### src/hw/rtl/md5tw_pkg.sv
package md5tw_pkg;

  // pipeline depth: one stage per md5 step
  localparam int MaxSteps   = 64;
  localparam int StageCount = MaxSteps;

  // fixed words of the final block
  localparam logic [31:0] PadWord = 32'h0000_0080;
  localparam logic [31:0] LenWord = 32'(72 * 8);

  // chaining value after reset (standard md5 initial value)
  localparam logic [31:0] InitA = 32'h6745_2301;
  localparam logic [31:0] InitB = 32'hEFCD_AB89;
  localparam logic [31:0] InitC = 32'h98BA_DCFE;
  localparam logic [31:0] InitD = 32'h1032_5476;
  localparam logic [6:0]  InitStepCount = 7'd64;
  localparam logic [3:0]  InitKeepBytes = 4'd6;

  // register indexes of the configuration port
  localparam logic [2:0] RegChainA    = 3'd0;
  localparam logic [2:0] RegChainB    = 3'd1;
  localparam logic [2:0] RegChainC    = 3'd2;
  localparam logic [2:0] RegChainD    = 3'd3;
  localparam logic [2:0] RegStepCount = 3'd4;
  localparam logic [2:0] RegKeepBytes = 3'd5;

  // additive constants, one per step
  localparam logic [31:0] RoundConst [0:63] = '{
    32'hD76AA478, 32'hE8C7B756, 32'h242070DB, 32'hC1BDCEEE,
    32'hF57C0FAF, 32'h4787C62A, 32'hA8304613, 32'hFD469501,
    32'h698098D8, 32'h8B44F7AF, 32'hFFFF5BB1, 32'h895CD7BE,
    32'h6B901122, 32'hFD987193, 32'hA679438E, 32'h49B40821,
    32'hF61E2562, 32'hC040B340, 32'h265E5A51, 32'hE9B6C7AA,
    32'hD62F105D, 32'h02441453, 32'hD8A1E681, 32'hE7D3FBC8,
    32'h21E1CDE6, 32'hC33707D6, 32'hF4D50D87, 32'h455A14ED,
    32'hA9E3E905, 32'hFCEFA3F8, 32'h676F02D9, 32'h8D2A4C8A,
    32'hFFFA3942, 32'h8771F681, 32'h6D9D6122, 32'hFDE5380C,
    32'hA4BEEA44, 32'h4BDECFA9, 32'hF6BB4B60, 32'hBEBFBC70,
    32'h289B7EC6, 32'hEAA127FA, 32'hD4EF3085, 32'h04881D05,
    32'hD9D4D039, 32'hE6DB99E5, 32'h1FA27CF8, 32'hC4AC5665,
    32'hF4292244, 32'h432AFF97, 32'hAB9423A7, 32'hFC93A039,
    32'h655B59C3, 32'h8F0CCC92, 32'hFFEFF47D, 32'h85845DD1,
    32'h6FA87E4F, 32'hFE2CE6E0, 32'hA3014314, 32'h4E0811A1,
    32'hF7537E82, 32'hBD3AF235, 32'h2AD7D2BB, 32'hEB86D391
  };

  // rotate amounts, indexed by {round, step within group of four}
  localparam logic [4:0] RotTable [0:15] = '{
    5'd7, 5'd12, 5'd17, 5'd22,
    5'd5, 5'd9,  5'd14, 5'd20,
    5'd4, 5'd11, 5'd16, 5'd23,
    5'd6, 5'd10, 5'd15, 5'd21
  };

  // one item moving down the step pipeline
  typedef struct packed {
    logic        valid;
    logic [31:0] a;
    logic [31:0] b;
    logic [31:0] c;
    logic [31:0] d;
    logic [63:0] point;
  } md5tw_state_t;

  // configuration as seen by the datapath
  typedef struct packed {
    logic [31:0] chain_a;
    logic [31:0] chain_b;
    logic [31:0] chain_c;
    logic [31:0] chain_d;
    logic [6:0]  step_limit;
    logic [3:0]  keep_bytes;
  } md5tw_cfg_t;

  function automatic logic [4:0] rot_amount(input logic [5:0] idx);
    return RotTable[{idx[5:4], idx[1:0]}];
  endfunction

  // message word index used by a step
  function automatic logic [3:0] msg_index(input logic [5:0] idx);
    logic [3:0] x;
    logic [3:0] k;
    x = idx[3:0];
    unique case (idx[5:4])
      2'd0: k = x;
      2'd1: k = 4'(x * 4'd5 + 4'd1);
      2'd2: k = 4'(x * 4'd3 + 4'd5);
      default: k = 4'(x * 4'd7);
    endcase
    return k;
  endfunction

  // word k of the final block built from a walk point
  function automatic logic [31:0] msg_word(input logic [63:0] point, input logic [3:0] k);
    logic [31:0] w;
    priority if (k == 4'd0) w = point[31:0];
    else if (k == 4'd1) w = point[63:32];
    else if (k == 4'd2) w = PadWord;
    else if (k == 4'd14) w = LenWord;
    else w = 32'd0;
    return w;
  endfunction

  // boolean function of each round
  function automatic logic [31:0] round_fn(input logic [1:0] rnd, input logic [31:0] b,
                                           input logic [31:0] c, input logic [31:0] d);
    logic [31:0] f;
    unique case (rnd)
      2'd0: f = (b & c) | (~b & d);
      2'd1: f = (d & b) | (~d & c);
      2'd2: f = b ^ c ^ d;
      default: f = c ^ (b | ~d);
    endcase
    return f;
  endfunction

  function automatic logic [31:0] rotl(input logic [31:0] v, input logic [4:0] n);
    logic [63:0] x;
    x = {v, v} << n;
    return x[63:32];
  endfunction

endpackage

### src/hw/rtl/md5tw_finish.sv
module md5tw_finish
  import md5tw_pkg::*;
(
  input  logic         clk,
  input  logic         rst,
  input  md5tw_cfg_t   cfg,
  input  md5tw_state_t in_state,
  output logic         done,
  output logic [63:0]  digest_value
);

  logic [31:0] sum_a;
  logic [31:0] sum_b;
  logic [63:0] mask;

  // feed-forward and byte mask
  always_comb begin
    sum_a = in_state.a + cfg.chain_a;
    sum_b = in_state.b + cfg.chain_b;
    for (int i = 0; i < 8; i++) begin
      mask[8*i +: 8] = (4'(i) < cfg.keep_bytes) ? 8'hFF : 8'h00;
    end
  end

  // result register, strobe cleared by reset
  always_ff @(posedge clk) begin
    if (rst) begin
      done <= 1'b0;
    end else begin
      done <= in_state.valid;
    end
    digest_value <= {sum_b, sum_a} & mask;
  end

endmodule

### config.mk
export PLATFORM = sky130hd
export DESIGN_NAME = md5tw_finish
export DESIGN_NICKNAME = d
export VERILOG_FILES = /design/src/hw/rtl/md5tw_pkg.sv /design/src/hw/rtl/md5tw_finish.sv
export SDC_FILE = /design/constraint.sdc
export NUM_CORES = 1
export LEC_CHECK = 0
export ABC_AREA = 1
export BUFFER_PORTS_ARGS = -buffer_cell sky130_fd_sc_hd__buf_2
export CAP_MARGIN = 0
export CORE_AREA = 2 2 154 156
export DETAILED_ROUTE_END_ITERATION = 7
export DIE_AREA = 0 0 156 158
export PLACE_DENSITY = 0.6
export SYNTH_ARGS = -nofsm -noshare
export SYNTH_HDL_FRONTEND = slang
export SYNTH_SLANG_ARGS = --single-unit
### constraint.sdc
create_clock -name clk -period 4.4 [get_ports clk]
set_input_delay 0.22 -clock clk [delete_from_list [all_inputs] [get_ports clk]]
set_output_delay 0.22 -clock clk [all_outputs]
set_load 0.01 [all_outputs]
# After elaboration in Yosys (flattened, before gate mapping)
# Cells that the tools add are included.
totals:
  register_bits: 65
  inputBits: 334
  word_cells: 21
op_classes:
  add_sub_neg: 2
  order_cmp: 8
  mux: 8
  bitwise_logic: 1
op_table:
  columns: ["operator", "n"]
  rows:
  - ["$add A32 B32 Y32", 2]
  - ["$and A64 B64 Y64", 1]
  - ["$mux W8", 8]
  - ["$lt A3 B4 Y1 const A", 4]
  - ["$lt A1 B4 Y1 const A", 2]
  - ["$lt A2 B4 Y1 const A", 2]

# Logic depth before layout (Yosys ltp)
logic_depth:
  ltp_word: 3
  depth_mapped: 13

# Worst setup path after synthesis
# Ideal clock, no wire load.
synth_path:
  path_kind: "input -> register"
  startpoint: "input cfg[107] in the netlist's numbering"
  endpoint: "register digest_value[28]"
  setup_ns: 0.115
  arrival_ns: 1.539
  path_slack_ns: 2.746
  path_stages: 11
  path_buffers: 0
  path_cell_list: "ha_1 inv_1 fa_1 inv_1 nand3_1 nand3_1 nand3_1 nand3_1 nand2_1 a21oi_1 nor2_1"
synth_via:
  elab_chain_cells: 2
synth_lines:
  columns: ["element", "line", "source"]
  rows:
  - ["start, declared", "md5tw_finish.sv:6", "input md5tw_cfg_t cfg,"]
  - ["$add A32 B32 Y32", "md5tw_finish.sv:18", "sum_a = in_state.a + cfg.chain_a;"]
  - ["$and A64 B64 Y64", "md5tw_finish.sv:32", "digest_value <= {sum_b, sum_a} & mask;"]
  - ["end signal, assigned", "md5tw_finish.sv:32", null]
  - ["end, declared", "md5tw_finish.sv:9", "output logic [63:0] digest_value"]
# No other way between the ends.
# A chain may end at the register's enable or synchronous reset.

# Worst setup path after layout
layout_path:
  startpoint: "input cfg[107] in the netlist's numbering"
  endpoint: "register digest_value[20]"
# The elaborated chain is that of the path after synthesis.

==> run_results.csv <==
group,metric,value,unit
yosys,yosysSeqAreaShare,20.4,%
detailed_routing,route.detailed.drc,0,
hold_path,hold_start,"rst",
place,placed_cell_area,7750,sq um
place,hpwl,17300,um
detailed_routing,wl_met2,10000,um
global_routing,antenna_found_initial,0,
detailed_routing,wl_met3,877,um
cts,postCtsHoldBufs,0,
sta,setup_ws,2.67,ns
yosys,avgSynthCellArea,5.59,sq um
power_and_ir_drop,p_clk_share,31.4,%
yosys,synth_mux_area_share,0,%
setup_path,cp_top_family,"simple AND/OR/NAND/NOR gates",
layout,drive_gt1_share,18.4,%
run,max_cap_viol_count,0,
setup_path,crit_buf_inv,3,
yosys,synth_seq_cells,65,
global_routing,grt-ovfl-total,0,
layout,fin_area,8040,sq um
detailed_routing,routed_wirelength,19900,um
sta,setup_viol_count_final,0,
setup_path,start_kind,"primary input",
setup_path,cpMostUsedCell,"nand3_1",
cts,clock_path_buffers,2,
yosys,synth_compound_area_share,5.36,%
cts,cts_tree,"done",
sta,finalCritPeriodShare,39.3,%
hold_path,hp-class,"primary input to flop",
setup_path,worst_path_max_delay_cell,"fa_1",
sta,hold_ws,0.0301,ns
sta,timing.slew.headroom,50.9,%
floorplan,die_w,156,um
setup_path,critPathKind,"primary input to flop",
setup_path,cp_slowest_stage_delay,0.35,ns
yosys,synth_cells,1143,
cts,cts_resized,0,
yosys,synth_top_family_by_area,"simple AND/OR/NAND/NOR gates",
detailed_routing,drtIter0Drc,305,
yosys,synth_nets,1541,
yosys,synth_xor_area_share,3.56,%
cts,cts_max_level,3,
global_routing,grt_pass1_vias,6519,
floorplan,core-area,23100,sq um
floorplan,io_pins,399,
status,status,"finished clean",
yosys,synth_fa_ha_area_share,12.8,%
yosys,syn_area,6390,sq um
detailed_routing,drt_first_pass_iters,7,
hold_path,holdPathStages,2,
detailed_routing,met1_length,8550,um
cts,numCtsBuffers,9,
place,io_buffers,199,
setup_path,critPathArrivalTime,1.98,ns
cts,cts_root_buffer,"clkbuf_16",
detailed_routing,wl_per_cell,12.1,um
sta,slew_violations,0,
sta,finalHoldViolCount,0,
sta,rsz0062_at_grt,"false",
detailed_routing,ant_nets,0,
layout,final_util,34.9,%
cts,cts.sinks,65,
cts,clk_pin_slew,0.06,ns
setup_path,crit_path_end_kind,"flop",
global_routing,grt_pass1_wl,30800,um
layout,final_net_count,1750,
layout,fillers,2575,
setup_path,cp_cell_sequence,"buf_2 -> ha_1 -> inv_1 -> fa_1 -> inv_1 -> nand3_1 -> nand3_1 -> nand3_1 -> nand3_1 -> nand2_1 -> nand2_1 -> nor2_1 -> nor2_1",
power_and_ir_drop,p_leak,5.05,nW
floorplan,dieArea,24600,sq um
setup_path,critPathMaxFanout,5,
cts,cts_setup_buffers,0,
detailed_routing,top_layer,"met4",
detailed_routing,vias,7088,
power_and_ir_drop,intPower,0.00149,W
layout,diodes,0,
sta,period_minus_slack,1.73,ns
power_and_ir_drop,combPwrFrac,38.5,%
detailed_routing,via_per_inst,4.30,
yosys,synthSimpleGateAreaFrac,43.9,%
power_and_ir_drop,powerDensity,295,nW/um^2
yosys,ys_warn_count,0,
global_routing,grt_max_degree,12,
sta,timing.setup.tns,0,ns
sta,worstMarginPinSlew,0.731,ns
yosys,synthDistinctLibCells,32,
sta,fmax,0.578,GHz
global_routing,grt_usage,16.0,%
floorplan,start_util,27.7,%
power_and_ir_drop,sw_frac_of_total,37.2,%
layout,syn2layout_area_growth,25.7,%
power_and_ir_drop,p_sw,0.000883,W
floorplan,die_h,158,um
floorplan,rows,56,
place,gp_congestion,0.845,
hold_path,min_to,"done",
power_and_ir_drop,vdd_drop_max,0.159,mV
place,dpl_worst_slack,2.30,ns
setup_path,cp_data_required_time,4.65,ns
power_and_ir_drop,seq_power_share,30.1,%
setup_path,cp.depth,13,
how the worst max path moves through the flow:
stage | endpoint | slack (ns) | start
after floorplan | digest_value[28] | 2.75 | cfg[107]
after global routing | digest_value[20] | 2.50 | in_state[160]
final | digest_value[20] | 2.67 | cfg[107]
after global placement | digest_value[20] | 2.29 | cfg[107]
after CTS | digest_value[20] | 2.65 | cfg[107]
after detailed placement | digest_value[20] | 2.30 | cfg[107]
area by class of cell:
class / instances / area, sq um / area share [%]
multi-input cells: 838 / 4190 / 52.1
flip-flops and latches: 65 / 1300 / 16.2
repair buffers: 199 / 996 / 12.4
inverters: 239 / 897 / 11.2
well taps: 290 / 363 / 4.51
clock buffers: 13 / 250 / 3.11
clock inverters: 3 / 40.0 / 0.498
cells in the mapped netlist, drive strengths merged:
library cell / count / share of area, %
a21boi: 1 / 0.12
a21o: 3 / 0.35
a21oi: 52 / 4.1
and2: 1 / 0.098
and3: 1 / 0.098
buf: 1 / 0.078
dfxtp: 65 / 20
fa: 2 / 0.63
ha: 62 / 12
inv: 239 / 14
nand2: 451 / 27
nand3: 35 / 3.0
nand3b: 7 / 0.82
nand4: 6 / 0.59
nor2: 168 / 10
nor3: 11 / 0.86
nor4: 4 / 0.69
o21a: 1 / 0.12
o21ai: 1 / 0.078
o21bai: 4 / 0.53
o22ai: 1 / 0.098
or2: 1 / 0.14
xnor2: 20 / 2.7
xor2: 6 / 0.82
power groups by stage:
| stage | clock network, W | registers, W | logic, W |
|---|---|---|---|
| after floorplan | 0 | 0.000780 | 0.000539 |
| after global placement | 0 | 0.000729 | 0.000918 |
| after detailed placement | 0 | 0.000728 | 0.000921 |
| after CTS | 0.000771 | 0.000716 | 0.000926 |
| after global routing | 0.000791 | 0.000723 | 0.00104 |
| final | 0.000747 | 0.000714 | 0.000914 |
kinds of logic after synthesis:
group / count (synthesis)
adders and majority gates: 64
AOI/OAI and AO/OA: 63
and+or+nand+nor: 685
xor gates and xnor gates: 26
DFF: 65
buffers and inverters: 240
stage by stage:
| stage | std cells | power, W |
|---|---|---|
| global route | 1647 | 0.00255 |
| CTS | 1647 | 0.00241 |
| detailed placement | 1631 | 0.00165 |
| finish | 1647 | 0.00237 |
| floorplan | 1143 | 0.00132 |
| global placement | 1631 | 0.00165 |
per-layer routing:
layer | up-vias | GRT usage [%]
met5 | - | 0
met4 | 0 | 5.02
met3 | 29 | 2.33
met2 | 178 | 30.4
met1 | 3047 | 18.4
li1 | 3834 | -
registers in the layout, indices dropped and copies added (netlist names):
| register | cells |
|---|---|
| digest_value | 64 |
| done | 1 |
placed cells by master (no fill, tap or decap), types with 3 or more instances in the layout:
cell,netlist,routed
a21oi_1,52,52
nand3_1,32,32
buf_2,1,199
nand3_2,3,3
nand2_2,17,17
nand2_1,433,433
o21bai_1,3,3
nor3_1,11,11
nand3b_1,7,7
ha_1,62,62
inv_1,237,237
nor4_2,3,3
xor2_1,6,6
a21o_1,3,3
xnor2_1,20,20
clkbuf_1,0,3
nor2_1,158,158
nor2_2,9,9
nand4_1,6,6
dfxtp_1,65,65
clkbuf_16,0,9
No activity file was read; power rests on OpenSTA's default activity.
