===== src/hw/rtl/md5tw_pkg.sv =====
package md5tw_pkg;

  // pipeline depth: one stage per md5 step
  localparam int MaxSteps   = 64;
  localparam int StageCount = MaxSteps;

  // fixed words of the final block
  localparam logic [31:0] PadWord = 32'h0000_0080;
  localparam logic [31:0] LenWord = 32'(72 * 8);

  // chaining value after reset (standard md5 initial value)
  localparam logic [31:0] InitA = 32'h6745_2301;
  localparam logic [31:0] InitB = 32'hEFCD_AB89;
  localparam logic [31:0] InitC = 32'h98BA_DCFE;
  localparam logic [31:0] InitD = 32'h1032_5476;
  localparam logic [6:0]  InitStepCount = 7'd64;
  localparam logic [3:0]  InitKeepBytes = 4'd6;

  // register indexes of the configuration port
  localparam logic [2:0] RegChainA    = 3'd0;
  localparam logic [2:0] RegChainB    = 3'd1;
  localparam logic [2:0] RegChainC    = 3'd2;
  localparam logic [2:0] RegChainD    = 3'd3;
  localparam logic [2:0] RegStepCount = 3'd4;
  localparam logic [2:0] RegKeepBytes = 3'd5;

  // additive constants, one per step
  localparam logic [31:0] RoundConst [0:63] = '{
    32'hD76AA478, 32'hE8C7B756, 32'h242070DB, 32'hC1BDCEEE,
    32'hF57C0FAF, 32'h4787C62A, 32'hA8304613, 32'hFD469501,
    32'h698098D8, 32'h8B44F7AF, 32'hFFFF5BB1, 32'h895CD7BE,
    32'h6B901122, 32'hFD987193, 32'hA679438E, 32'h49B40821,
    32'hF61E2562, 32'hC040B340, 32'h265E5A51, 32'hE9B6C7AA,
    32'hD62F105D, 32'h02441453, 32'hD8A1E681, 32'hE7D3FBC8,
    32'h21E1CDE6, 32'hC33707D6, 32'hF4D50D87, 32'h455A14ED,
    32'hA9E3E905, 32'hFCEFA3F8, 32'h676F02D9, 32'h8D2A4C8A,
    32'hFFFA3942, 32'h8771F681, 32'h6D9D6122, 32'hFDE5380C,
    32'hA4BEEA44, 32'h4BDECFA9, 32'hF6BB4B60, 32'hBEBFBC70,
    32'h289B7EC6, 32'hEAA127FA, 32'hD4EF3085, 32'h04881D05,
    32'hD9D4D039, 32'hE6DB99E5, 32'h1FA27CF8, 32'hC4AC5665,
    32'hF4292244, 32'h432AFF97, 32'hAB9423A7, 32'hFC93A039,
    32'h655B59C3, 32'h8F0CCC92, 32'hFFEFF47D, 32'h85845DD1,
    32'h6FA87E4F, 32'hFE2CE6E0, 32'hA3014314, 32'h4E0811A1,
    32'hF7537E82, 32'hBD3AF235, 32'h2AD7D2BB, 32'hEB86D391
  };

  // rotate amounts, indexed by {round, step within group of four}
  localparam logic [4:0] RotTable [0:15] = '{
    5'd7, 5'd12, 5'd17, 5'd22,
    5'd5, 5'd9,  5'd14, 5'd20,
    5'd4, 5'd11, 5'd16, 5'd23,
    5'd6, 5'd10, 5'd15, 5'd21
  };

  // one item moving down the step pipeline
  typedef struct packed {
    logic        valid;
    logic [31:0] a;
    logic [31:0] b;
    logic [31:0] c;
    logic [31:0] d;
    logic [63:0] point;
  } md5tw_state_t;

  // configuration as seen by the datapath
  typedef struct packed {
    logic [31:0] chain_a;
    logic [31:0] chain_b;
    logic [31:0] chain_c;
    logic [31:0] chain_d;
    logic [6:0]  step_limit;
    logic [3:0]  keep_bytes;
  } md5tw_cfg_t;

  function automatic logic [4:0] rot_amount(input logic [5:0] idx);
    return RotTable[{idx[5:4], idx[1:0]}];
  endfunction

  // message word index used by a step
  function automatic logic [3:0] msg_index(input logic [5:0] idx);
    logic [3:0] x;
    logic [3:0] k;
    x = idx[3:0];
    unique case (idx[5:4])
      2'd0: k = x;
      2'd1: k = 4'(x * 4'd5 + 4'd1);
      2'd2: k = 4'(x * 4'd3 + 4'd5);
      default: k = 4'(x * 4'd7);
    endcase
    return k;
  endfunction

  // word k of the final block built from a walk point
  function automatic logic [31:0] msg_word(input logic [63:0] point, input logic [3:0] k);
    logic [31:0] w;
    priority if (k == 4'd0) w = point[31:0];
    else if (k == 4'd1) w = point[63:32];
    else if (k == 4'd2) w = PadWord;
    else if (k == 4'd14) w = LenWord;
    else w = 32'd0;
    return w;
  endfunction

  // boolean function of each round
  function automatic logic [31:0] round_fn(input logic [1:0] rnd, input logic [31:0] b,
                                           input logic [31:0] c, input logic [31:0] d);
    logic [31:0] f;
    unique case (rnd)
      2'd0: f = (b & c) | (~b & d);
      2'd1: f = (d & b) | (~d & c);
      2'd2: f = b ^ c ^ d;
      default: f = c ^ (b | ~d);
    endcase
    return f;
  endfunction

  function automatic logic [31:0] rotl(input logic [31:0] v, input logic [4:0] n);
    logic [63:0] x;
    x = {v, v} << n;
    return x[63:32];
  endfunction

endpackage


===== src/hw/rtl/md5tw_cfg.sv =====
module md5tw_cfg
  import md5tw_pkg::*;
(
  input  logic        clk,
  input  logic        rst,
  input  logic        wr_en,
  input  logic [2:0]  wr_index,
  input  logic [31:0] wr_data,
  output md5tw_cfg_t  cfg
);

  logic [31:0] chain_a;
  logic [31:0] chain_b;
  logic [31:0] chain_c;
  logic [31:0] chain_d;
  logic [6:0]  step_count;
  logic [3:0]  keep_bytes;

  // register file, writes to unknown indexes are dropped
  always_ff @(posedge clk) begin
    if (rst) begin
      chain_a    <= InitA;
      chain_b    <= InitB;
      chain_c    <= InitC;
      chain_d    <= InitD;
      step_count <= InitStepCount;
      keep_bytes <= InitKeepBytes;
    end else if (wr_en) begin
      unique case (wr_index)
        RegChainA:    chain_a    <= wr_data;
        RegChainB:    chain_b    <= wr_data;
        RegChainC:    chain_c    <= wr_data;
        RegChainD:    chain_d    <= wr_data;
        RegStepCount: step_count <= wr_data[6:0];
        RegKeepBytes: keep_bytes <= wr_data[3:0];
        default: ;
      endcase
    end
  end

  // step count saturates at the pipeline depth
  always_comb begin
    cfg.chain_a    = chain_a;
    cfg.chain_b    = chain_b;
    cfg.chain_c    = chain_c;
    cfg.chain_d    = chain_d;
    cfg.step_limit = (step_count > 7'(MaxSteps)) ? 7'(MaxSteps) : step_count;
    cfg.keep_bytes = keep_bytes;
  end

endmodule


===== config.mk =====
export PLATFORM = sky130hd
export DESIGN_NAME = md5tw_cfg
export DESIGN_NICKNAME = d
export VERILOG_FILES = /design/src/hw/rtl/md5tw_pkg.sv /design/src/hw/rtl/md5tw_cfg.sv
export SDC_FILE = /design/constraint.sdc
export NUM_CORES = 1
export LEC_CHECK = 0
export ABC_CLOCK_PERIOD_IN_PS = 3500
export BUFFER_PORTS_ARGS = -buffer_cell sky130_fd_sc_hd__buf_2
export CAP_MARGIN = 20
export CORE_UTILIZATION = 55
export CTS_CLUSTER_SIZE = 30
export DETAILED_ROUTE_END_ITERATION = 7
export GPL_TIMING_DRIVEN = 0
export PLACE_DENSITY = 0.87
export SETUP_SLACK_MARGIN = 0.3
export SYNTH_ARGS = -nofsm -noshare
export SYNTH_HDL_FRONTEND = slang
export SYNTH_SLANG_ARGS = --single-unit

===== constraint.sdc =====
create_clock -name clk -period 3.5 [get_ports clk]
set_clock_uncertainty 0.2 [all_clocks]
set_input_delay 0.525 -clock clk [delete_from_list [all_inputs] [get_ports clk]]
set_output_delay 0.525 -clock clk [all_outputs]
set_load 0.005 [all_outputs]

### Yosys cells after proc, flatten, opt, wreduce, memory -nomap -nowiden

Cells that the tools add are included.

* equality and inequality tests: 5
* reduce and logical (&&, ||, !) cells: 7
* magnitude comparators: 1
* mux-type cells: 1

Operators with widths (count)
* $reduce_and A2 Y1: 6
* $gt A7 B7 Y1 const B: 1
* $mux W7: 1
* $eq A3 B2 Y1 const B: 2
* $eq A3 B3 Y1 const B: 2
* $eq A3 B1 Y1 const B: 1
* $logic_not A3 Y1: 1

* input port bits: 38
* register bits: 139
* logic and storage cells: 20
* output and inout bits: 139

### Logic depth before layout (Yosys ltp)

* depth in word-level cells: 2
* gate-level depth with buffers: 5
* mapped depth without buffers: 2

### Least setup slack after synthesis

Ideal clock, no wire load.

* path kind: input -> register
* from: input port wr_index[2]
* to: register chain_a[13]
* data arrival time: 1.575 ns
* stages on the path: 5
* buffers on the path: 3
* path slack: 1.605 ns
* library setup time: 0.121 ns
* cells stage by stage: clkbuf_1 or4b_4 buf_6 buf_8 mux2i_1

* cells in the longest elaborated chain, start to end: 2

RTL lines
* start: declaration: line md5tw_cfg.sv:7 `input logic [2:0] wr_index,`
* $logic_not A3 Y1: line md5tw_cfg.sv:29 `unique case (wr_index)`
* $reduce_and A2 Y1 (no line)
* end signal: assignment: line md5tw_cfg.sv:22 `chain_a <= InitA;`
* end signal: assignment: line md5tw_cfg.sv:30 `RegChainA: chain_a <= wr_data;`
* end: declaration: line md5tw_cfg.sv:12 `logic [31:0] chain_a;`

No other way between the ends.
A chain may end at the register's enable or synchronous reset.

==> metrics.md <==
| Metric | Value |
|---|---|
| Transition time of the tightest slew-check pin | `0.7500 ns` |
| Leftover overflow at the end of global routing | `0` |
| Final Hold Violating Endpoints | `0` |
| Count of routing violations after the opening detailed-route iteration | `177` |
| Residual antenna-violating net count after detailed routing | `0` |
| I/O pin cnt | `177` |
| Design Power | `3673 uW` |
| CP arrival | `1.27 ns` |
| Proportion of register bits with asynchronous set or reset after synthesis | `0%` |
| Worst-path clk slew | `0.06 ns` |
| Leak pwr | `0.003305 uW` |
| Clock tree from TritonCTS | `built` |
| Mapped Cells | `536` |
| Type of element launching the critical path | `flop` |
| # port buffers | `173` |
| Required time reported for the critical path endpoint | `2.77 ns` |
| Unrepaired setup endpoints after global routing | `no` |
| Outcome | `complete, no violations` |
| Net count reported at finish | `766` |
| Starting Density | `56.57%` |
| Power per standard cell area | `514.1 mW/mm2` |
| Kind of critical path | `flop to output pin` |
| RePlAce Congestion | `0.8031` |
| Share of layout cells above drive strength 1 | `29.82%` |
| Synthesis-to-finish area growth | `29.21%` |
| Number of hold buffers added after cts | `0` |
| DR vias/cell | `5.255` |
| Distinct cell type count after synthesis | `16` |
| Pin count of the biggest net entering global routing | `17` |
| Cell area after synthesis | `0.005529 mm2` |
| Core box area | `0.009774 mm2` |
| Overall die height | `102.3 um` |
| Antenna violations before repair | `0` |
| Summed negative setup slack over all endpoints | `0 ns` |
| Diode insertion count for antenna repair | `0` |
| Cell types with the largest area share after synthesis | `sky130_fd_sc_hd__dfxtp_1 50%, sky130_fd_sc_hd__mux2i_1 25%, sky130_fd_sc_hd__nand2b_1 12%` |
| Share of the yosys chip area belonging to registers | `50.33%` |
| Fraction of synthesized cell area taken by the top area cell type | `50.33%` |
| Max Fclk | `0.5005 GHz` |
| Final min period | `1.998 ns` |
| Clock buffers created by TritonCTS | `17` |
| Post-CTS resize count | `0` |
| Wire length of the first global-routing pass | `23,540 um` |
| Routed Wire Length | `15,760 um` |
| Classification of the worst-slack hold path | `primary input to flop` |
| Commonest register cell after synthesis | `sky130_fd_sc_hd__dfxtp_1` |
| #FFs+latches synth | `139` |
| Max-slew headroom at the worst pin | `49.87%` |
| Buffer levels on the longest clock path | `2` |
| Die Wd | `102.3 um` |
| Top cells by count, synth | `139 x sky130_fd_sc_hd__dfxtp_1, 139 x sky130_fd_sc_hd__mux2i_1, 104 x sky130_fd_sc_hd__nand2b_1` |
| Final Setup Violations | `0` |
| Overall Global Routing Usage | `30.69%` |
| DRC violations left | `0` |
| Placement Rows | `36` |
| Detailed-placement wirelength estimate | `11,120 um` |
| Mean routed wirelength per cell | `18.03 um` |
| Max Transition Viols Final | `0` |
| Post-synth net total | `574` |
| Kind of end point of the critical path | `output pin` |
| Largest area contributor in the netlist | `sky130_fd_sc_hd__dfxtp_1` |
| CTS H-Tree Depth | `4` |
| Fin crit share | `57.09%` |
| Detailed Routing Iterations Pass 1 | `5` |
| Worst-Skew Late Latency | `0.52 ns` |
| Sink count of the clock tree | `139` |
| Root buffer selected by CTS | `sky130_fd_sc_hd__clkbuf_8` |
| Synthesized area per cell | `10.32 um2` |
| Number of enable-type register cells in the synthesized netlist | `0` |
| Vias in the first global route | `4,586` |
| Full die area | `0.01046 mm2` |
| VDD IR max | `0.0002704 V` |
| Number of buffers inserted by post-CTS setup repair | `0` |
| Synth warnings | `0` |
| CP max FO | `8` |
| MaxCap Viol Count | `0` |
| Routed vias | `4,593` |
[registers in the layout, summed over array words and instances, names as in the netlist]
| signal | cells |
|---|---|
| keep_bytes | 4 |
| chain_a | 32 |
| chain_d | 32 |
| chain_c | 32 |
| step_count | 7 |
| chain_b | 32 |
[stage by stage]
stage | std cells | worst slack, ns | util [%] | hold slack (ns) | area (um2)
after floorplan | 536 | 1.605 | - | 0.2481 | 5529
after global placement | 842 | 1.346 | 67.13 | 0.2555 | 6561
after detailed placement | 842 | 1.296 | 67.13 | 0.2607 | 6561
after CTS | 874 | 1.513 | 73.09 | 0.07704 | 7144
after global routing | 874 | 1.457 | 73.09 | 0.09211 | 7144
final | 874 | 1.502 | 73.09 | 0.08745 | 7144
[cell families after synthesis]
family	after synthesis	synth area share, %
buffers and inverters	41	3.756
DFF	139	50.33
muxes	139	25.16
and+or+nand+nor	217	20.75
[area by class of cell]
cell class,instances,area (um2)
sequential,139,2783
fill,748,2630
multi-input combinational,356,2539
timing repair buffer,173,865.8
clock buffer,21,439.2
buffer,41,207.7
tap,133,166.4
clock inverter,11,143.9
[metal layers]
layer	vias to the layer above	track usage (%)	part of all wire (%)
li1	2145	-	-
met1	2242	35.75	41
met2	187	51.78	49
met3	19	9.371	8.5
met4	0	14.18	1.3
met5	-	0	0
[cell usage in the layout, fill, tap and decap left out, types with 2 or more instances in the layout]
cell | synthesis | final
sky130_fd_sc_hd__buf_2 | 13 | 186
sky130_fd_sc_hd__mux2i_1 | 139 | 139
sky130_fd_sc_hd__dfxtp_1 | 139 | 139
sky130_fd_sc_hd__nand2b_1 | 104 | 104
sky130_fd_sc_hd__nor2_1 | 99 | 99
sky130_fd_sc_hd__clkbuf_1 | 23 | 26
sky130_fd_sc_hd__clkbuf_16 | 0 | 16
sky130_fd_sc_hd__nor2b_1 | 6 | 6
sky130_fd_sc_hd__clkinv_2 | 0 | 4
sky130_fd_sc_hd__bufinv_16 | 0 | 3
sky130_fd_sc_hd__buf_6 | 2 | 2
sky130_fd_sc_hd__nor4bb_1 | 2 | 2
sky130_fd_sc_hd__nand4b_1 | 2 | 2
sky130_fd_sc_hd__buf_8 | 2 | 2
sky130_fd_sc_hd__clkbuf_8 | 0 | 2
sky130_fd_sc_hd__clkinv_4 | 0 | 2
[critical path, cell delays in order (launching register included)]
cell and delay, ns:
sky130_fd_sc_hd__dfxtp_1 0.50, sky130_fd_sc_hd__nor2b_1 0.11, sky130_fd_sc_hd__buf_2 0.14
[worst paths after layout]
| check | start | endpoint | slack [ns] | depth (start not counted) |
|---|---|---|---|---|
| setup / recovery | step_count[6]$_SDFFE_PP1P_ | cfg[7] | 1.50 | 2 |
| hold / removal | wr_data[17] | chain_c[17]$_SDFFE_PP1P_ | 0.09 | 3 |
| setup reg to reg | step_count[6]$_SDFFE_PP1P_ | step_count[6]$_SDFFE_PP1P_ | 2.50 | 2 |
| hold reg to reg | chain_b[5]$_SDFFE_PP0P_ | chain_b[5]$_SDFFE_PP0P_ | 0.27 | 2 |
[report_power, final]
part,internal (uW),switching [uW]
clock network,1100,679
logic,109,142
registers,1620,20.3
No activity file was read; power rests on OpenSTA's default activity.
