===== config.mk =====
export PLATFORM = sky130hd
export DESIGN_NAME = md5tw_step
export DESIGN_NICKNAME = d
export VERILOG_FILES = /design/src/hw/rtl/md5tw_pkg.sv /design/src/hw/rtl/md5tw_step.sv
export SDC_FILE = /design/constraint.sdc
export NUM_CORES = 1
export LEC_CHECK = 0
export BUFFER_PORTS_ARGS = -buffer_cell sky130_fd_sc_hd__buf_2
export CAP_MARGIN = 25
export CORE_MARGIN = 5
export CORE_UTILIZATION = 40
export CTS_CLUSTER_DIAMETER = 60
export DETAILED_ROUTE_END_ITERATION = 8
export GPL_TIMING_DRIVEN = 0
export MAX_ROUTING_LAYER = met4
export PLACE_DENSITY = 0.62
export SLEW_MARGIN = 20
export SYNTH_ARGS = -nofsm -noshare
export SYNTH_HDL_FRONTEND = slang
export SYNTH_SLANG_ARGS = --single-unit

===== constraint.sdc =====
create_clock -name clk -period 13.65 [get_ports clk]
set_input_delay 1.365 -clock clk [delete_from_list [all_inputs] [get_ports clk]]
set_output_delay 1.365 -clock clk [all_outputs]
set_load 0.1 [all_outputs]

===== src/hw/rtl/md5tw_pkg.sv =====
package md5tw_pkg;

  // pipeline depth: one stage per md5 step
  localparam int MaxSteps   = 64;
  localparam int StageCount = MaxSteps;

  // fixed words of the final block
  localparam logic [31:0] PadWord = 32'h0000_0080;
  localparam logic [31:0] LenWord = 32'(72 * 8);

  // chaining value after reset (standard md5 initial value)
  localparam logic [31:0] InitA = 32'h6745_2301;
  localparam logic [31:0] InitB = 32'hEFCD_AB89;
  localparam logic [31:0] InitC = 32'h98BA_DCFE;
  localparam logic [31:0] InitD = 32'h1032_5476;
  localparam logic [6:0]  InitStepCount = 7'd64;
  localparam logic [3:0]  InitKeepBytes = 4'd6;

  // register indexes of the configuration port
  localparam logic [2:0] RegChainA    = 3'd0;
  localparam logic [2:0] RegChainB    = 3'd1;
  localparam logic [2:0] RegChainC    = 3'd2;
  localparam logic [2:0] RegChainD    = 3'd3;
  localparam logic [2:0] RegStepCount = 3'd4;
  localparam logic [2:0] RegKeepBytes = 3'd5;

  // additive constants, one per step
  localparam logic [31:0] RoundConst [0:63] = '{
    32'hD76AA478, 32'hE8C7B756, 32'h242070DB, 32'hC1BDCEEE,
    32'hF57C0FAF, 32'h4787C62A, 32'hA8304613, 32'hFD469501,
    32'h698098D8, 32'h8B44F7AF, 32'hFFFF5BB1, 32'h895CD7BE,
    32'h6B901122, 32'hFD987193, 32'hA679438E, 32'h49B40821,
    32'hF61E2562, 32'hC040B340, 32'h265E5A51, 32'hE9B6C7AA,
    32'hD62F105D, 32'h02441453, 32'hD8A1E681, 32'hE7D3FBC8,
    32'h21E1CDE6, 32'hC33707D6, 32'hF4D50D87, 32'h455A14ED,
    32'hA9E3E905, 32'hFCEFA3F8, 32'h676F02D9, 32'h8D2A4C8A,
    32'hFFFA3942, 32'h8771F681, 32'h6D9D6122, 32'hFDE5380C,
    32'hA4BEEA44, 32'h4BDECFA9, 32'hF6BB4B60, 32'hBEBFBC70,
    32'h289B7EC6, 32'hEAA127FA, 32'hD4EF3085, 32'h04881D05,
    32'hD9D4D039, 32'hE6DB99E5, 32'h1FA27CF8, 32'hC4AC5665,
    32'hF4292244, 32'h432AFF97, 32'hAB9423A7, 32'hFC93A039,
    32'h655B59C3, 32'h8F0CCC92, 32'hFFEFF47D, 32'h85845DD1,
    32'h6FA87E4F, 32'hFE2CE6E0, 32'hA3014314, 32'h4E0811A1,
    32'hF7537E82, 32'hBD3AF235, 32'h2AD7D2BB, 32'hEB86D391
  };

  // rotate amounts, indexed by {round, step within group of four}
  localparam logic [4:0] RotTable [0:15] = '{
    5'd7, 5'd12, 5'd17, 5'd22,
    5'd5, 5'd9,  5'd14, 5'd20,
    5'd4, 5'd11, 5'd16, 5'd23,
    5'd6, 5'd10, 5'd15, 5'd21
  };

  // one item moving down the step pipeline
  typedef struct packed {
    logic        valid;
    logic [31:0] a;
    logic [31:0] b;
    logic [31:0] c;
    logic [31:0] d;
    logic [63:0] point;
  } md5tw_state_t;

  // configuration as seen by the datapath
  typedef struct packed {
    logic [31:0] chain_a;
    logic [31:0] chain_b;
    logic [31:0] chain_c;
    logic [31:0] chain_d;
    logic [6:0]  step_limit;
    logic [3:0]  keep_bytes;
  } md5tw_cfg_t;

  function automatic logic [4:0] rot_amount(input logic [5:0] idx);
    return RotTable[{idx[5:4], idx[1:0]}];
  endfunction

  // message word index used by a step
  function automatic logic [3:0] msg_index(input logic [5:0] idx);
    logic [3:0] x;
    logic [3:0] k;
    x = idx[3:0];
    unique case (idx[5:4])
      2'd0: k = x;
      2'd1: k = 4'(x * 4'd5 + 4'd1);
      2'd2: k = 4'(x * 4'd3 + 4'd5);
      default: k = 4'(x * 4'd7);
    endcase
    return k;
  endfunction

  // word k of the final block built from a walk point
  function automatic logic [31:0] msg_word(input logic [63:0] point, input logic [3:0] k);
    logic [31:0] w;
    priority if (k == 4'd0) w = point[31:0];
    else if (k == 4'd1) w = point[63:32];
    else if (k == 4'd2) w = PadWord;
    else if (k == 4'd14) w = LenWord;
    else w = 32'd0;
    return w;
  endfunction

  // boolean function of each round
  function automatic logic [31:0] round_fn(input logic [1:0] rnd, input logic [31:0] b,
                                           input logic [31:0] c, input logic [31:0] d);
    logic [31:0] f;
    unique case (rnd)
      2'd0: f = (b & c) | (~b & d);
      2'd1: f = (d & b) | (~d & c);
      2'd2: f = b ^ c ^ d;
      default: f = c ^ (b | ~d);
    endcase
    return f;
  endfunction

  function automatic logic [31:0] rotl(input logic [31:0] v, input logic [4:0] n);
    logic [63:0] x;
    x = {v, v} << n;
    return x[63:32];
  endfunction

endpackage


===== src/hw/rtl/md5tw_step.sv =====
module md5tw_step
  import md5tw_pkg::*;
(
  input  logic         clk,
  input  logic         rst,
  input  logic [5:0]   step_idx,
  input  logic [6:0]   step_limit,
  input  md5tw_state_t in_state,
  output md5tw_state_t out_state
);

  logic        active;
  logic [31:0] f;
  logic [31:0] t;
  logic [31:0] nb;
  md5tw_state_t state_next;

  // one md5 step, skipped past the configured step count
  always_comb begin
    active = {1'b0, step_idx} < step_limit;
    f  = round_fn(step_idx[5:4], in_state.b, in_state.c, in_state.d);
    t  = in_state.a + f + RoundConst[step_idx]
         + msg_word(in_state.point, msg_index(step_idx));
    nb = in_state.b + rotl(t, rot_amount(step_idx));
    state_next = in_state;
    if (active) begin
      state_next.a = in_state.d;
      state_next.b = nb;
      state_next.c = in_state.b;
      state_next.d = in_state.c;
    end
  end

  // stage register, valid cleared by reset
  always_ff @(posedge clk) begin
    if (rst) begin
      out_state.valid <= 1'b0;
    end else begin
      out_state.valid <= in_state.valid;
    end
    out_state.a     <= state_next.a;
    out_state.b     <= state_next.b;
    out_state.c     <= state_next.c;
    out_state.d     <= state_next.d;
    out_state.point <= state_next.point;
  end

endmodule


# Word-level counts from Yosys, hierarchy flattened
# Memories as Yosys holds them, arrays and structs flattened.
# Index checks and enable logic that the tools add are counted.
[totals]
ff_bits = 193
mem_bits_ro = 2128
input_bits = 208
out_inout_bits = 193
wordCells = 53
memories = 2
[memory_table]
columns = ["name", "words", "word_bits", "rd", "rd_ports_with_merged_regs", "write_ports", "line", "rtl"]
rows = [
  ["(no name shown)", 64, 32, 1, 0, 0, "md5tw_step.sv:22", "t = in_state.a + f + RoundConst[step_idx]"],
  ["(no name shown)", 16, 5, 1, 0, 0, "md5tw_pkg.sv:76", "return RotTable[{idx[5:4], idx[1:0]}];"],
]
[classes]
addsub = 6
multipliers = 3
n_lt_le_gt_ge = 3
eq_ne = 5
shifts = 1
mux = 11
bitwise_logic = 14
reduce_logical = 2
[ops]
columns = ["cell", "count"]
rows = [
  ["$add 32x32->32", 4],
  ["$and 32x32->32", 4],
  ["$mux 128", 1],
  ["$mux 32", 4],
  ["$or 32x32->32", 3],
  ["$pmux 32 s3", 1],
  ["$xor 32x32->32", 3],
  ["$not 32->32", 2],
  ["$shl 64x5->64", 1],
  ["$mux 10", 2],
  ["$pmux 4 s3", 1],
  ["$mux 5", 2],
  ["$mul 4x3->4 const B", 2],
  ["$ge 7x7->1 const B", 1],
  ["$lt 6x7->1", 1],
  ["$not 6->7", 1],
  ["$ge 5x5->1 const B", 1],
  ["$not 4->5", 1],
  ["$add 4x1->4 const B", 1],
  ["$add 4x3->4 const B", 1],
  ["$eq 4x1->1 const B", 1],
  ["$eq 4x2->1 const B", 1],
  ["$eq 4x4->1 const B", 1],
  ["$logic_not 4->1", 1],
  ["4 further kinds", 4],
]

# Logic depth before layout (Yosys ltp)
[logic_depth]
depth_word = 12
mapped_depth = 42
ltp_nobuf = 40

# Worst setup path before layout
# OpenSTA, ideal clock, no wires.
[synth_timing]
kind = "in2reg"
from = "input step_idx[1]"
to = "register out_state[159] in the netlist's numbering"
setup_ns = 0.112
t_arrival_ns = 9.931
required_time_ns = 13.538
slack_ns = 3.606
cell_stages = 39
n_path_buf = 2
path_cell_list = "clkbuf_1 clkinv_1 ha_1 buf_2 nor2_1 o21ai_0 o31ai_1 mux4_2 fa_1 inv_1 fa_1 ha_1 inv_1 fa_1 nand2b_1 a21oi_1 o21a_4 a31oi_2 [... 3 more ...] o31a_1 o21bai_1 nor2_1 a21oi_1 mux2_2 ha_1 o21ai_0 o21bai_1 o22ai_1 a311oi_2 a31oi_2 o211ai_1 a31o_2 a21oi_1 nand3b_1 or3_1 nand4_1 nor2_1"
[synth_rtl]
columns = ["element", "line", "rtl"]
rows = [
  ["from (decl)", "md5tw_step.sv:6", "input logic [5:0] step_idx,"],
  ["to (decl)", "md5tw_step.sv:9", "output md5tw_state_t out_state"],
]

==> impl_metrics.csv <==
group,metric,value,unit
worst_setup_path,worst_path_max_delay_cell,"clkinvlp_4",
sta,fin_crit,13.06,ns
sta,finalHoldViolCount,0,
cells_and_area,seqCellArea,3864,um2
clock_network,cts.sinks,193,
worst_setup_path,worst_ep_arrival_time,13.48,ns
cells_and_area,instances_no_fill,3263,
cells_and_area,fill_cells,4419,
route,routed_wl,100.2,mm
pwr,ir_drop,215.4,uV
place,dpl.hpwl,80.13,mm
run_status,status,"finished clean",
synth,ys_ff_latch,193,
synth,syn_area_per_cell,7.963,um2
place,portBuffers,398,
worst_setup_path,worstPathRequired,14.07,ns
cells_and_area,largest_reg_flops,193,
global_routing,grt_pass1_vias,19934,
sta,rsz0062_at_grt,"false",
sta,worst_pin_slew,1.056,ns
worst_setup_path,slowest_delay,0.69,ns
clock_network,ctsLongestPathBuffers,2,
clock_network,holdBufCountCts,0,
cells_and_area,multiInputGateArea,12950,um2
route,vias,20448,
floorplanning,die_x,221.0,um
clock_network,cts_tree,"done",
synth,yosys_warnings,0,
route,post-route-drc-count,0,
synth,ys.flop_type,"dfxtp_1",
global_routing,grt_first_pass_wirelength,141.4,mm
pwr,clkPwrFrac,0.108,
floorplanning,start_util,0.4035,
floorplanning,core-area,44120,um2
worst_setup_path,startpoint_type,"primary input",
worst_setup_path,cpMostUsedCell,"o21ai_0",
route,drt-pass1-iter-count,6,
cells_and_area,reg.largest.list,"out_state x193",
sta,relSlewSlack,0.2912,
global_routing,grt_antenna_before_repair,4,
place,dp.cells,3228,
clock_network,htreeDepth,4,
pwr,power_density,230.5,nW/um2
pwr,p_seq_frac,0.140,
pwr,p_sw,2.857,mW
sta,finalWorstSetupSlack,0.5937,ns
clock_network,worst_setup_hold_path_clk_slew,0.10,ns
route,drt_iter0_markers,2549,
floorplanning,die_y,221.0,um
sta,setup_tns,0,ns
cells_and_area,top_register,"out_state",
clock_network,clock-root-buffer,"clkbuf_16",
clock_network,cts_buffers,17,
synth,synthArstFlopShare,0,
synth,synth_nets,2606,
synth,ys_seq_area_frac,0.2170,
synth,synth_edf_count,0,
sta,setup_viol,0,
cells_and_area,layout_commonest_cell,"buf_2",
worst_setup_path,worst-setup-path-type,"in2reg",
run,cap_viol_max_count,0,
route,ant_nets,0,
route,wl_per_cell,30.70,um
floorplanning,row_count,77,
pwr,intPower,2.022,mW
cells_and_area,drive_gt1_frac,0.2429,
worst_setup_path,worstPathMaxFanout,14,
floorplanning,dieArea,48830,um2
cells_and_area,nNetsFinal,3025,
worst_setup_path,crit_path_end_kind,"flop",
clock_network,post_cts_buffers,0,
cells_and_area,final_cell_mix,"420 x buf_2, 251 x nand2_1, 193 x dfxtp_1",
clock_network,cts_resized,0,
global_routing,grt_overflow,0,
place,dp_slack,0.05669,ns
synth,syn-cell-area,17800,um2
sta,drv_slew,0,
global_routing,track_usage,0.4038,
hold_path,min_from,"in_state[55]",
sta,finalCritPeriodShare,0.9565,
pwr,p_leak,9.341,nW
synth,syn_inst,2236,
hold_path,min_path_type,"in2reg",
route,viasPerCell,6.267,
cells_and_area,areaGrowthSynthToFinish,18.91,%
worst_setup_path,crit_start,"step_idx[1]",
pwr,total_power,4.879,mW
global_routing,grt_max_degree,21,
synth,synth_cell_types,96,
place,place.gp.congestion,1.109,
sta,fmax,76.59,MHz
pwr,combPwrFrac,0.752,
floorplanning,ios,401,
pwr,swShare,0.5855,
==> per-layer routing <==
layer | track usage | wire [um]
met5 | - | 0
met4 | 0.2225 | 6902
met3 | 0.1075 | 10590
met2 | 0.5844 | 42050
met1 | 0.5127 | 40620
==> cell families after synthesis <==
| family | count (synthesis) | share of synthesized area |
|---|---|---|
| fa+ha+maj | 162 | 0.1421 |
| buf+inv | 253 | 0.05594 |
| mux | 186 | 0.1171 |
| simple gates | 618 | 0.1557 |
| compound gates | 719 | 0.2589 |
| xor+xnor | 105 | 0.05334 |
| flops | 193 | 0.2170 |
==> cell usage after synthesis, types with 4 or more instances <==
cell type | number | area, um2
nand2_1 | 251 | 942.2
a311oi_1 | 12 | 105.1
o21a_1 | 8 | 60.06
o211ai_1 | 69 | 518.0
o21ai_0 | 193 | 965.9
and3_1 | 7 | 43.79
o311ai_0 | 12 | 105.1
a22oi_1 | 4 | 30.03
fa_1 | 67 | 1341
nor2_1 | 162 | 608.1
nor4_1 | 8 | 50.05
o21bai_1 | 12 | 90.09
a21oi_1 | 190 | 950.9
o2111ai_1 | 4 | 35.03
and2_1 | 15 | 93.84
mux2i_1 | 67 | 670.6
buf_2 | 22 | 110.1
a211o_1 | 6 | 52.55
a31oi_1 | 27 | 168.9
ha_1 | 95 | 1189
xor2_1 | 31 | 271.5
o21ai_1 | 11 | 55.05
nand2b_1 | 18 | 112.6
mux4_2 | 5 | 112.6
mux2_2 | 111 | 1250
a21o_1 | 34 | 255.2
or2_2 | 36 | 225.2
dfxtp_1 | 193 | 3864
nor3_1 | 38 | 190.2
nor2b_1 | 4 | 25.02
or3_1 | 7 | 43.79
o32ai_1 | 4 | 35.03
nand3_1 | 48 | 240.2
a211oi_1 | 38 | 285.3
o22ai_1 | 15 | 93.84
xnor2_1 | 71 | 621.9
o31ai_1 | 14 | 105.1
clkbuf_1 | 99 | 371.6
a221oi_1 | 11 | 96.34
nand4_1 | 8 | 50.05
buf_1 | 14 | 52.55
inv_1 | 110 | 412.9
==> area by class of cell <==
cell class	instances	share of cell area
multi-input combinational	1790	0.6119
timing repair buffer	400	0.09515
antenna	3	0.0003546
sequential	193	0.1825
inverter	114	0.02039
buffer	139	0.02701
tap	592	0.03499
clock inverter	14	0.006974
clock buffer	18	0.02074
==> power groups by stage <==
stage / sequential (mW) / combinational (mW) / clock (mW)
2_1_floorplan: 1.33 / 1.96 / 0
3_3_place_gp: 0.694 / 3.50 / 0
3_5_place_dp: 0.697 / 3.54 / 0
4_1_cts: 0.685 / 3.56 / 0.534
5_1_grt: 0.691 / 3.88 / 0.553
6_report: 0.685 / 3.67 / 0.527
==> worst paths after layout <==
path              to  slack [ns]  cells after the start
min    out_state[55]        0.95                      1
max   out_state[158]        0.59                     41
==> through the flow <==
step	area, um2	hold slack (ns)	util
2_1_floorplan	17800	1.393	-
3_3_place_gp	20540	1.482	0.4654
5_1_grt	21170	0.9463	0.4798
4_1_cts	21160	0.9174	0.4796
6_report	21170	0.9548	0.4798
3_5_place_dp	20570	1.484	0.4663
==> worst max-delay path: cells and delay by family <==
kind	cells	cell delay (ns)
AOI/OAI and AO/OA	20	4.92
muxes	3	0.58
adders and majority gates	6	2.61
xor gates and xnor gates	2	0.33
and+or+nand+nor	4	1.36
buffers and inverters	6	2.27
(Power assumes the default switching activity.)
